--- src/design/bsm_pkg.sv ---
// Package for the bounding sphere merge block.
// Holds the transaction payload types and fixed arithmetic constants.
// No dependencies.
package bsm_pkg;

  localparam int T_BITS = 30;
  localparam logic [30:0] RADIUS_MAX = 31'h7FFF_FFFF;

  typedef struct packed {
    logic              first_of_set;
    logic signed [31:0] in_center_x;
    logic signed [31:0] in_center_y;
    logic signed [31:0] in_center_z;
    logic [30:0]        in_radius;
  } in_t;

  typedef struct packed {
    logic signed [31:0] out_center_x;
    logic signed [31:0] out_center_y;
    logic signed [31:0] out_center_z;
    logic [30:0]        out_radius;
    logic               radius_saturated;
  } out_t;

endpackage

--- src/design/bounding_sphere_merge.sv ---
// Running bounding sphere merge in signed fixed point.
// Uses bsm_pkg for the payload types and constants.
//
// channel  direction  handshake            payload
// in       input      in_valid / in_stall   in_data  (in_t)
// out      output     out_valid / out_stall out_data (out_t)
//
// A load goes straight to the output state. A merge first computes the squares on
// the shared multiplier and does the containment compare; a contained sphere ends
// there. Otherwise it runs the square root, the divider setup and the divide on the
// shared compare/subtract unit, then the center offsets and radius, and then hands
// out the result.
// Synchronous reset clears the accumulator to the origin with radius 1.0.
// in_stall is high from acceptance until the result is taken; out_stall holds it.
module bounding_sphere_merge import bsm_pkg::*; #(
  parameter int FRAC_BITS = 16
) (
  input  logic clk,
  input  logic rst,
  input  logic in_valid,
  output logic in_stall,
  input  in_t  in_data,
  output logic out_valid,
  input  logic out_stall,
  output out_t out_data
);

  localparam logic [2:0] S_IDLE = 3'd0;
  localparam logic [2:0] S_SQ   = 3'd1;
  localparam logic [2:0] S_CHK  = 3'd2;
  localparam logic [2:0] S_SQRT = 3'd3;
  localparam logic [2:0] S_PREP = 3'd4;
  localparam logic [2:0] S_DIV  = 3'd5;
  localparam logic [2:0] S_MC   = 3'd6;
  localparam logic [2:0] S_OUT  = 3'd7;

  logic [2:0] state;
  logic [5:0] cnt;

  logic signed [31:0] ax, ay, az;
  logic [30:0]        ar;
  logic               sat;
  in_t                hold;

  logic signed [32:0] dx, dy, dz;
  logic signed [31:0] rd;
  logic [65:0]        prod, sum;
  logic [63:0]        rd2;
  logic [32:0]        root, len, divrem;
  logic [36:0]        rem;
  logic [30:0]        q, numsh;

  function automatic logic [32:0] mag33(input logic signed [32:0] v);
    mag33 = v[32] ? 33'(-v) : 33'(v);
  endfunction

  // shared multiplier
  logic [32:0] mul_a, mul_b;
  logic [65:0] mul_p;
  always_comb begin
    unique case (cnt[1:0])
      2'd0: mul_a = mag33(dx);
      2'd1: mul_a = mag33(dy);
      2'd2: mul_a = mag33(dz);
      default: mul_a = mag33(33'(rd));
    endcase
    mul_b = (state == S_MC) ? {2'b00, q} : mul_a;
    mul_p = {33'd0, mul_a} * {33'd0, mul_b};
  end

  // shared compare/subtract for root and divide steps
  logic [36:0] sub_a, sub_b;
  logic [37:0] sub_d;
  logic        ge;
  always_comb begin
    if (state == S_SQRT) begin
      sub_a = {rem[34:0], sum[65:64]};
      sub_b = {2'b00, root, 2'b01};
    end else begin
      sub_a = {3'd0, divrem, numsh[30]};
      sub_b = {4'd0, len};
    end
    sub_d = {1'b0, sub_a} - {1'b0, sub_b};
    ge    = !sub_d[37];
  end

  // center offset from registered product
  logic [63:0]        off_sum;
  logic [33:0]        off;
  logic signed [32:0] d_sel;
  logic signed [31:0] c_sel;
  logic [33:0]        c_new;
  always_comb begin
    off_sum = prod[63:0] + 64'(1 << (T_BITS - 1));
    off     = off_sum[63:T_BITS];
    unique case (cnt[1:0])
      2'd1: begin d_sel = dx; c_sel = ax; end
      2'd2: begin d_sel = dy; c_sel = ay; end
      default: begin d_sel = dz; c_sel = az; end
    endcase
    if (d_sel[32]) c_new = {{2{c_sel[31]}}, c_sel} - off;
    else           c_new = {{2{c_sel[31]}}, c_sel} + off;
  end

  logic [32:0] len_v;
  logic [34:0] a_v;
  logic [34:0] nr_sum;
  always_comb begin
    len_v  = (root == 33'd0) ? 33'd1 : root;
    a_v    = {2'b00, len_v} + 35'(rd);
    nr_sum = {2'b00, len} + {4'd0, ar} + {4'd0, hold.in_radius};
  end

  always_ff @(posedge clk) begin
    if (rst) begin
      state <= S_IDLE;
      cnt   <= '0;
      ax    <= '0;
      ay    <= '0;
      az    <= '0;
      ar    <= 31'(64'd1 << FRAC_BITS);
      sat   <= 1'b0;
    end else begin
      unique case (state)
        S_IDLE: begin
          if (in_valid) begin
            hold <= in_data;
            sat  <= 1'b0;
            if (in_data.first_of_set) begin
              ax    <= in_data.in_center_x;
              ay    <= in_data.in_center_y;
              az    <= in_data.in_center_z;
              ar    <= in_data.in_radius;
              state <= S_OUT;
            end else begin
              dx    <= {in_data.in_center_x[31], in_data.in_center_x} - {ax[31], ax};
              dy    <= {in_data.in_center_y[31], in_data.in_center_y} - {ay[31], ay};
              dz    <= {in_data.in_center_z[31], in_data.in_center_z} - {az[31], az};
              rd    <= $signed({1'b0, in_data.in_radius}) - $signed({1'b0, ar});
              cnt   <= '0;
              state <= S_SQ;
            end
          end
        end
        S_SQ: begin
          if (cnt < 6'd4) prod <= mul_p;
          unique case (cnt)
            6'd1: sum <= prod;
            6'd2, 6'd3: sum <= sum + prod;
            6'd4: rd2 <= prod[63:0];
            default: ;
          endcase
          if (cnt == 6'd4) state <= S_CHK;
          cnt <= cnt + 6'd1;
        end
        S_CHK: begin
          if ({2'b00, rd2} >= sum) begin
            if (rd > 32'sd0) begin
              ax <= hold.in_center_x;
              ay <= hold.in_center_y;
              az <= hold.in_center_z;
              ar <= hold.in_radius;
            end
            state <= S_OUT;
          end else begin
            rem   <= '0;
            root  <= '0;
            // 33 digit pairs cover the 66-bit sum
            cnt   <= 6'd32;
            state <= S_SQRT;
          end
        end
        S_SQRT: begin
          rem  <= ge ? sub_d[36:0] : sub_a;
          root <= {root[31:0], ge};
          sum  <= {sum[63:0], 2'b00};
          if (cnt == 6'd0) state <= S_PREP;
          cnt <= cnt - 6'd1;
        end
        S_PREP: begin
          len    <= len_v;
          divrem <= a_v[34:2];
          numsh  <= {a_v[1:0], 29'd0};
          q      <= '0;
          cnt    <= 6'd30;
          state  <= S_DIV;
        end
        S_DIV: begin
          divrem <= ge ? sub_d[32:0] : sub_a[32:0];
          q      <= {q[29:0], ge};
          numsh  <= {numsh[29:0], 1'b0};
          if (cnt == 6'd0) begin
            cnt   <= '0;
            state <= S_MC;
          end else begin
            cnt <= cnt - 6'd1;
          end
        end
        S_MC: begin
          if (cnt < 6'd3) prod <= mul_p;
          unique case (cnt)
            6'd1: ax <= c_new[31:0];
            6'd2: ay <= c_new[31:0];
            6'd3: az <= c_new[31:0];
            default: ;
          endcase
          if (cnt == 6'd3) begin
            if (nr_sum[34:1] > {3'd0, RADIUS_MAX}) begin
              ar  <= RADIUS_MAX;
              sat <= 1'b1;
            end else begin
              ar <= nr_sum[31:1];
            end
            state <= S_OUT;
          end
          cnt <= cnt + 6'd1;
        end
        default: begin
          if (!out_stall) state <= S_IDLE;
        end
      endcase
    end
  end

  assign in_stall  = (state != S_IDLE);
  assign out_valid = (state == S_OUT);
  assign out_data  = '{out_center_x: ax, out_center_y: ay, out_center_z: az,
                       out_radius: ar, radius_saturated: sat};

  a_sat_max: assert property (@(posedge clk) disable iff (rst)
    out_valid && sat |-> ar == RADIUS_MAX)
    else $error("saturation flag without clipped radius");

  a_accept_busy: assert property (@(posedge clk) disable iff (rst)
    in_valid && !in_stall |=> in_stall)
    else $error("block not busy after accepted transaction");

  a_div_rem: assert property (@(posedge clk) disable iff (rst)
    state == S_DIV |-> divrem < len)
    else $error("divider remainder out of range");

  a_len_nz: assert property (@(posedge clk) disable iff (rst)
    state == S_MC |-> len != 33'd0)
    else $error("zero distance in merge");

endmodule

--- config.mk ---
export PLATFORM = sky130hd
export DESIGN_NAME = bounding_sphere_merge
export DESIGN_NICKNAME = d
export VERILOG_FILES = /design/src/design/bsm_pkg.sv /design/src/design/bounding_sphere_merge.sv
export SDC_FILE = /design/constraint.sdc
export NUM_CORES = 2
export LEC_CHECK = 0
export BUFFER_PORTS_ARGS = -buffer_cell sky130_fd_sc_hd__buf_4
export CAP_MARGIN = 5
export CORE_ASPECT_RATIO = 0.6
export CORE_MARGIN = 5
export CORE_UTILIZATION = 40
export DETAILED_ROUTE_END_ITERATION = 16
export PLACE_DENSITY = 0.64
export RECOVER_POWER = 100
export SYNTH_ARGS = -nofsm -noshare
export SYNTH_HDL_FRONTEND = slang
export SYNTH_SLANG_ARGS = --single-unit
--- constraint.sdc ---
create_clock -name clk -period 14 [get_ports clk]
set_input_delay 0 -clock clk [delete_from_list [all_inputs] [get_ports clk]]
set_output_delay 0 -clock clk [all_outputs]
set_load 0.005 [all_outputs]
# == Word-level counts from Yosys, hierarchy flattened ==
# Index checks and enable logic that the tools add are counted.
# W data, S select, Z words.
# word_totals
ff_bits,787
latch_bits,0
ramBits,0
rom_bits,0
output_inout_bits,130
wordCells,178
memories,0
# classes
add_sub_neg,18
mul,1
div_mod_pow,0
order_cmp,5
eq_ne,30
shifts,0
n_mux,69
bitwise,2
n_reduce_logical,29
# op_table
operator,count
$mux W32,16
$pmux W66 S2,3
$pmux W32 S3,3
$mux W33,8
$pmux W33 S2,3
$mux W31,6
$mux W66,2
$pmux W31 S2,2
$mux W35,3
$neg A33 Y33,3
$pmux W33 S3,1
$sub A32 B32 Y33,3
$pmux W31 S3,1
$pmux W35 S2,1
$add A66 B66 Y66,1
$ge A64 B66 Y1,1
$mul A33 B33 Y66,1
$pmux W32 S2,1
$add A62 B30 Y62 const B,1
$sub A37 B35 Y38,1
$mux W37,1
$pmux W6 S6,1
$add A34 B31 Y35,1
$add A34 B32 Y35,1
other kinds (42),89

# == Depth between registers and ports, before layout ==
# depth
word_depth,7
ltp_mapped,41
mapped_depth_nobuf,40

# == Worst setup path after synthesis ==
# OpenSTA, ideal clock, no wires.
# synth_timing
path_kind,register -> register
from,register dy[7]
to,"register prod[63], data pin"
arrival_ns,10.631
required_ns,13.805
setup_slack_ns,3.174
path_stages_with_launch,38
path_buffers,2
synth_period_minus_slack_ns,10.826
cell_sequence,edfxtp_1 > or4_1 > or2_1 > or3_1 > or4_1 > nand2b_1 > o21ai_1 > xnor2_1 > nand2_1 > a32oi_1 > clkinv_1 > o21ai_1 > clkbuf_1 > nand2_1 > fa_1 > inv_1 > fa_1 > fa_1 > [2 not listed] > fa_1 > fa_1 > inv_1 > fa_1 > inv_1 > ha_1 > clkbuf_1 > nand4_1 > nor3_1 > and4_1 > o311a_1 > o32a_1 > o21ai_1 > nor4_1 > or4b_1 > nor3b_1 > o21ai_0 > o311ai_0
# synth_between
elab_chain_len,7
# synth_lines
item,line,rtl
from (decl),bounding_sphere_merge.sv:45,"logic signed [32:0] dx, dy, dz;"
from (signal assigned),bounding_sphere_merge.sv:137,"dy <= {in_data.in_center_y[31], in_data.in_center_y} - {ay[31], ay};"
$neg A33 Y33,bounding_sphere_merge.sv:54,mag33 = v[32] ? 33'(-v) : 33'(v);
$mux W33 *,bounding_sphere_merge.sv:54,
$pmux W33 S3 *,bounding_sphere_merge.sv:61,unique case (cnt[1:0])
$mux W33,bounding_sphere_merge.sv:67,"mul_b = (state == S_MC) ? {2'b00, q} : mul_a;"
$mul A33 B33 Y66 *,bounding_sphere_merge.sv:68,"mul_p = {33'd0, mul_a} * {33'd0, mul_b};"
via mul_p[63],bounding_sphere_merge.sv:59,logic [65:0] mul_p;
$mux W66 (on tied branches),"bounding_sphere_merge.sv:200, bounding_sphere_merge.sv:146",
$pmux W66 S2 *,bounding_sphere_merge.sv:124,unique case (state)
to (signal assigned),bounding_sphere_merge.sv:146,if (cnt < 6'd4) prod <= mul_p;
to (signal assigned),bounding_sphere_merge.sv:200,if (cnt < 6'd3) prod <= mul_p;
to (decl),bounding_sphere_merge.sv:47,"logic [65:0] prod, sum;"
# Mark *: on every way through the listed nets, which the timed path passes. The rest lies on a longest branch. The select of a mux whose other input is x is not followed.
# A chain may end at the register's enable or synchronous reset.

# == Worst setup path in the final report ==
# layout_timing
from,register cnt[1]
to,"register prod[65], data pin"
# layout_between
elab_chain_len,6
# layout_lines
item,line,rtl
from (decl),bounding_sphere_merge.sv:38,logic [5:0] cnt;
from (signal assigned),bounding_sphere_merge.sv:154,cnt <= cnt + 6'd1;
from (signal assigned),bounding_sphere_merge.sv:178,cnt <= cnt - 6'd1;
from (signal assigned),bounding_sphere_merge.sv:196,cnt <= cnt - 6'd1;
$eq A2 B2 Y1 (tied with other cells),bounding_sphere_merge.sv:61,
$pmux W33 S3 *,bounding_sphere_merge.sv:61,
$mux W33,bounding_sphere_merge.sv:67,
$mul A33 B33 Y66 *,bounding_sphere_merge.sv:68,
via mul_p[65],bounding_sphere_merge.sv:59,
$mux W66 (on tied branches),"bounding_sphere_merge.sv:200, bounding_sphere_merge.sv:146",
$pmux W66 S2 *,bounding_sphere_merge.sv:124,
# Marked as above.

==> metrics <==
register area=around 21000 sq um; Total Wirelength=around 350 mm; Data arrival, critical path=approximately 14 ns; total CTS buffers=85; Crit-path slowest cell=clkbuf_1; post-synthesis sequential area ratio=24.6%; initial DRC count=between 10k and 15k; Die Footprint=between 200000 and 250000 sq um; CP Capture Type=flip-flop; worst hold path depth=2; CTS H-Tree Depth=3; Final period util=between 90 and 100%; CTS tree=done; Core Util, Final=about 45%; Post-Synthesis Cells=between 9k and 10k; Tightest Hold Check Type=input pin to flip-flop; gpl congestion=between 1 and 1.5; global-route wire length before repair=507 mm; shortest clock period the worst path allows after layout=13.15 ns; synthesized flop and latch total=758; via/cell ratio=slightly below 6; port bufs=around 260; Die H=around 370 microns; hold_ws=approximately 0.13 ns; clock tree root driver cell=clkbuf_16; Avg Synthesized Cell Area=around 9 sq um; DRT antenna net count=0; RSZ-0062 raised after global routing=false; row count=132; initial antenna violation count=21; Layout area overhead=10.9%; Max clock buf depth=3; Skew-Pair Late Insertion Delay=0.77 ns; Yosys warnings=0; Final WS setup=0.846 ns; wire per inst=between 20 and 30 microns; Final Max Tran Viols=1231; clock-pin slew on the worst setup and hold paths=approximately 0.080 ns; most used cell, CP=fa_1; crit start category=flip-flop; DR pass1 iterations=7; HPWL after DPL=~270 mm; CORE AREA=about 220000 sq um; top achievable clock speed=between 70 and 80 MHz; pre-CTS setup slack=1.58 ns; area of the multi-input gates=59200 sq um; critical path type=flip-flop to flip-flop; vias=around 76k; slew margin rel.=-202%; largest net degree at the start of global routing=94; CP required=around 14 ns; GRT overflow=0; Yosys cell types=94; RR Startpoint=cnt[1]; I/O Pins=about 260; max-cap violations=26; setup violators final=0; vias in the first global route=between 70k and 80k; layout net count=about 12k; clk sinks=between 700 and 800; R2R Setup Slk=0.85 ns; EDFF count, synth=621; total negative slack=0 ns; Post-route DRC=0; # fillers=21.0k; Syn Nets=11.5k; crit path max fanout=25; share of cells above drive strength 1=under 10%; clk_skew=roughly 0.11 ns; status=finished with violations; Worst Hold Launch=in_data[11]; Post-synth ARST share=0%; Setup crit start=cnt[1]; synthesized cell area=around 87000 sq um; R2R depth=36; Die X=between 600 and 700 microns; Fin. Hold Viols=0; Synth Flop Type=edfxtp_1; failing checks=capacitance limit, slew limit; Slew @ Worst Pin=roughly 4.5 ns; Global Route Usage Sum=a little under a third; largest stage delay on the critical path=around 1.1 ns; Initial Util=around two fifths
worst max-delay path, delay by kind of cell, from the launching register on:
kind / cells / cell delay, ns
fa+ha+maj: 10 / 4.89
compound gates: 10 / 3.02
buf+inv: 8 / 2.29
simple gates: 7 / 1.99
flops: 1 / 0.53
xor+xnor: 1 / 0.13
cell type report:
cell class / count / share of cell area (%)
inverters: 1308 / 5.09
well taps: 2881 / 3.73
diodes: 11 / 0.0285
clock inverters: 51 / 0.611
flip-flops and latches: 758 / 22.2
repair buffers: 644 / 4.64
clock buffers: 107 / 2.39
multi-input cells: 7108 / 61.3
kinds of logic (layout without fill, tap and decap cells):
group | after synthesis | after routing | synth area share (%)
muxes | 44 | 44 | 0.532
and+or+nand+nor | 2859 | 2859 | 14.4
xor gates and xnor gates | 508 | 508 | 5.11
buffers and inverters | 1799 | 2110 | 7.78
adders and majority gates | 1660 | 1660 | 32.5
other | 0 | 11 | 0
DFF | 758 | 758 | 24.6
AOI/OAI and AO/OA | 2037 | 2037 | 15.1
Yosys cell counts, types with 40 or more instances:
cell type,instances,area share [%]
a31oi_1,62,0.45
nand4_1,63,0.45
or3_1,42,0.30
edfxtp_1,621,21
dfxtp_1,137,3.2
fa_1,997,23
nand2b_1,68,0.49
o21a_1,60,0.52
xnor2_1,321,3.2
nor3_1,93,0.53
nor2_1,903,3.9
nand2_1,1183,5.1
and3_1,124,0.89
o21ai_1,41,0.24
a211oi_1,139,1.2
o21ai_0,378,2.2
nand3_1,111,0.64
inv_1,1303,5.6
xor2_1,187,1.9
a21oi_1,602,3.5
o211ai_1,57,0.49
clkbuf_1,450,1.9
ha_1,663,9.5
a21o_1,235,2.0
a221oi_1,98,0.99
and2_1,70,0.50
o21bai_1,40,0.35
o31ai_1,55,0.47
nor2b_1,78,0.56
cell usage in the layout (no fill, tap or decap), drive strengths merged, types with 187 or more instances in the layout:
master       count
dlygate4sd3    194
edfxtp         621
xnor2          321
a21oi          602
a21o           235
nor2           903
fa             997
nand2         1185
xor2           187
inv           1313
o21ai          420
ha             663
clkbuf         396
path summary, 6_finish.rpt:
check,endpoint
min reg2reg,az[27]
min,hold[11]
max reg2reg,prod[65]
max,prod[65]
flip-flops by register name (all words and copies together), names as in the netlist, 32 cells and up:
register  flops
divrem       33
ay           32
dz           33
dy           33
len          33
ax           32
hold        127
dx           33
rd           32
az           32
prod         66
rd2          64
root         33
sum          66
rem          35
stage by stage:
stage | std cells | instance area, sq um
6_report | 12900 | 96500
5_1_grt | 12900 | 96500
2_1_floorplan | 9665 | 87000
4_1_cts | 12900 | 97400
3_3_place_gp | 12500 | 92600
3_5_place_dp | 12500 | 92600
layer usage:
metal,up-vias,part of all wire (%),GRT usage (%)
met4,10,3.3,8.25
met1,37900,44,45.5
li1,33000,-,-
met3,502,16,13.0
met5,-,0.021,0
met2,5043,37,38.3
timing repair:
action / 4_1_cts / 5_1_grt
resized for setup: 0 / 0
endpoints found under the hold margin: 452 / 0
endpoints found under the setup margin: 0 / 0
hold buffers: 194 / 0
setup buffers: 0 / 0
Power is left out: the tool's default activity adds up to more than one toggle a clock period on the data nets, which glitch-free logic cannot reach.
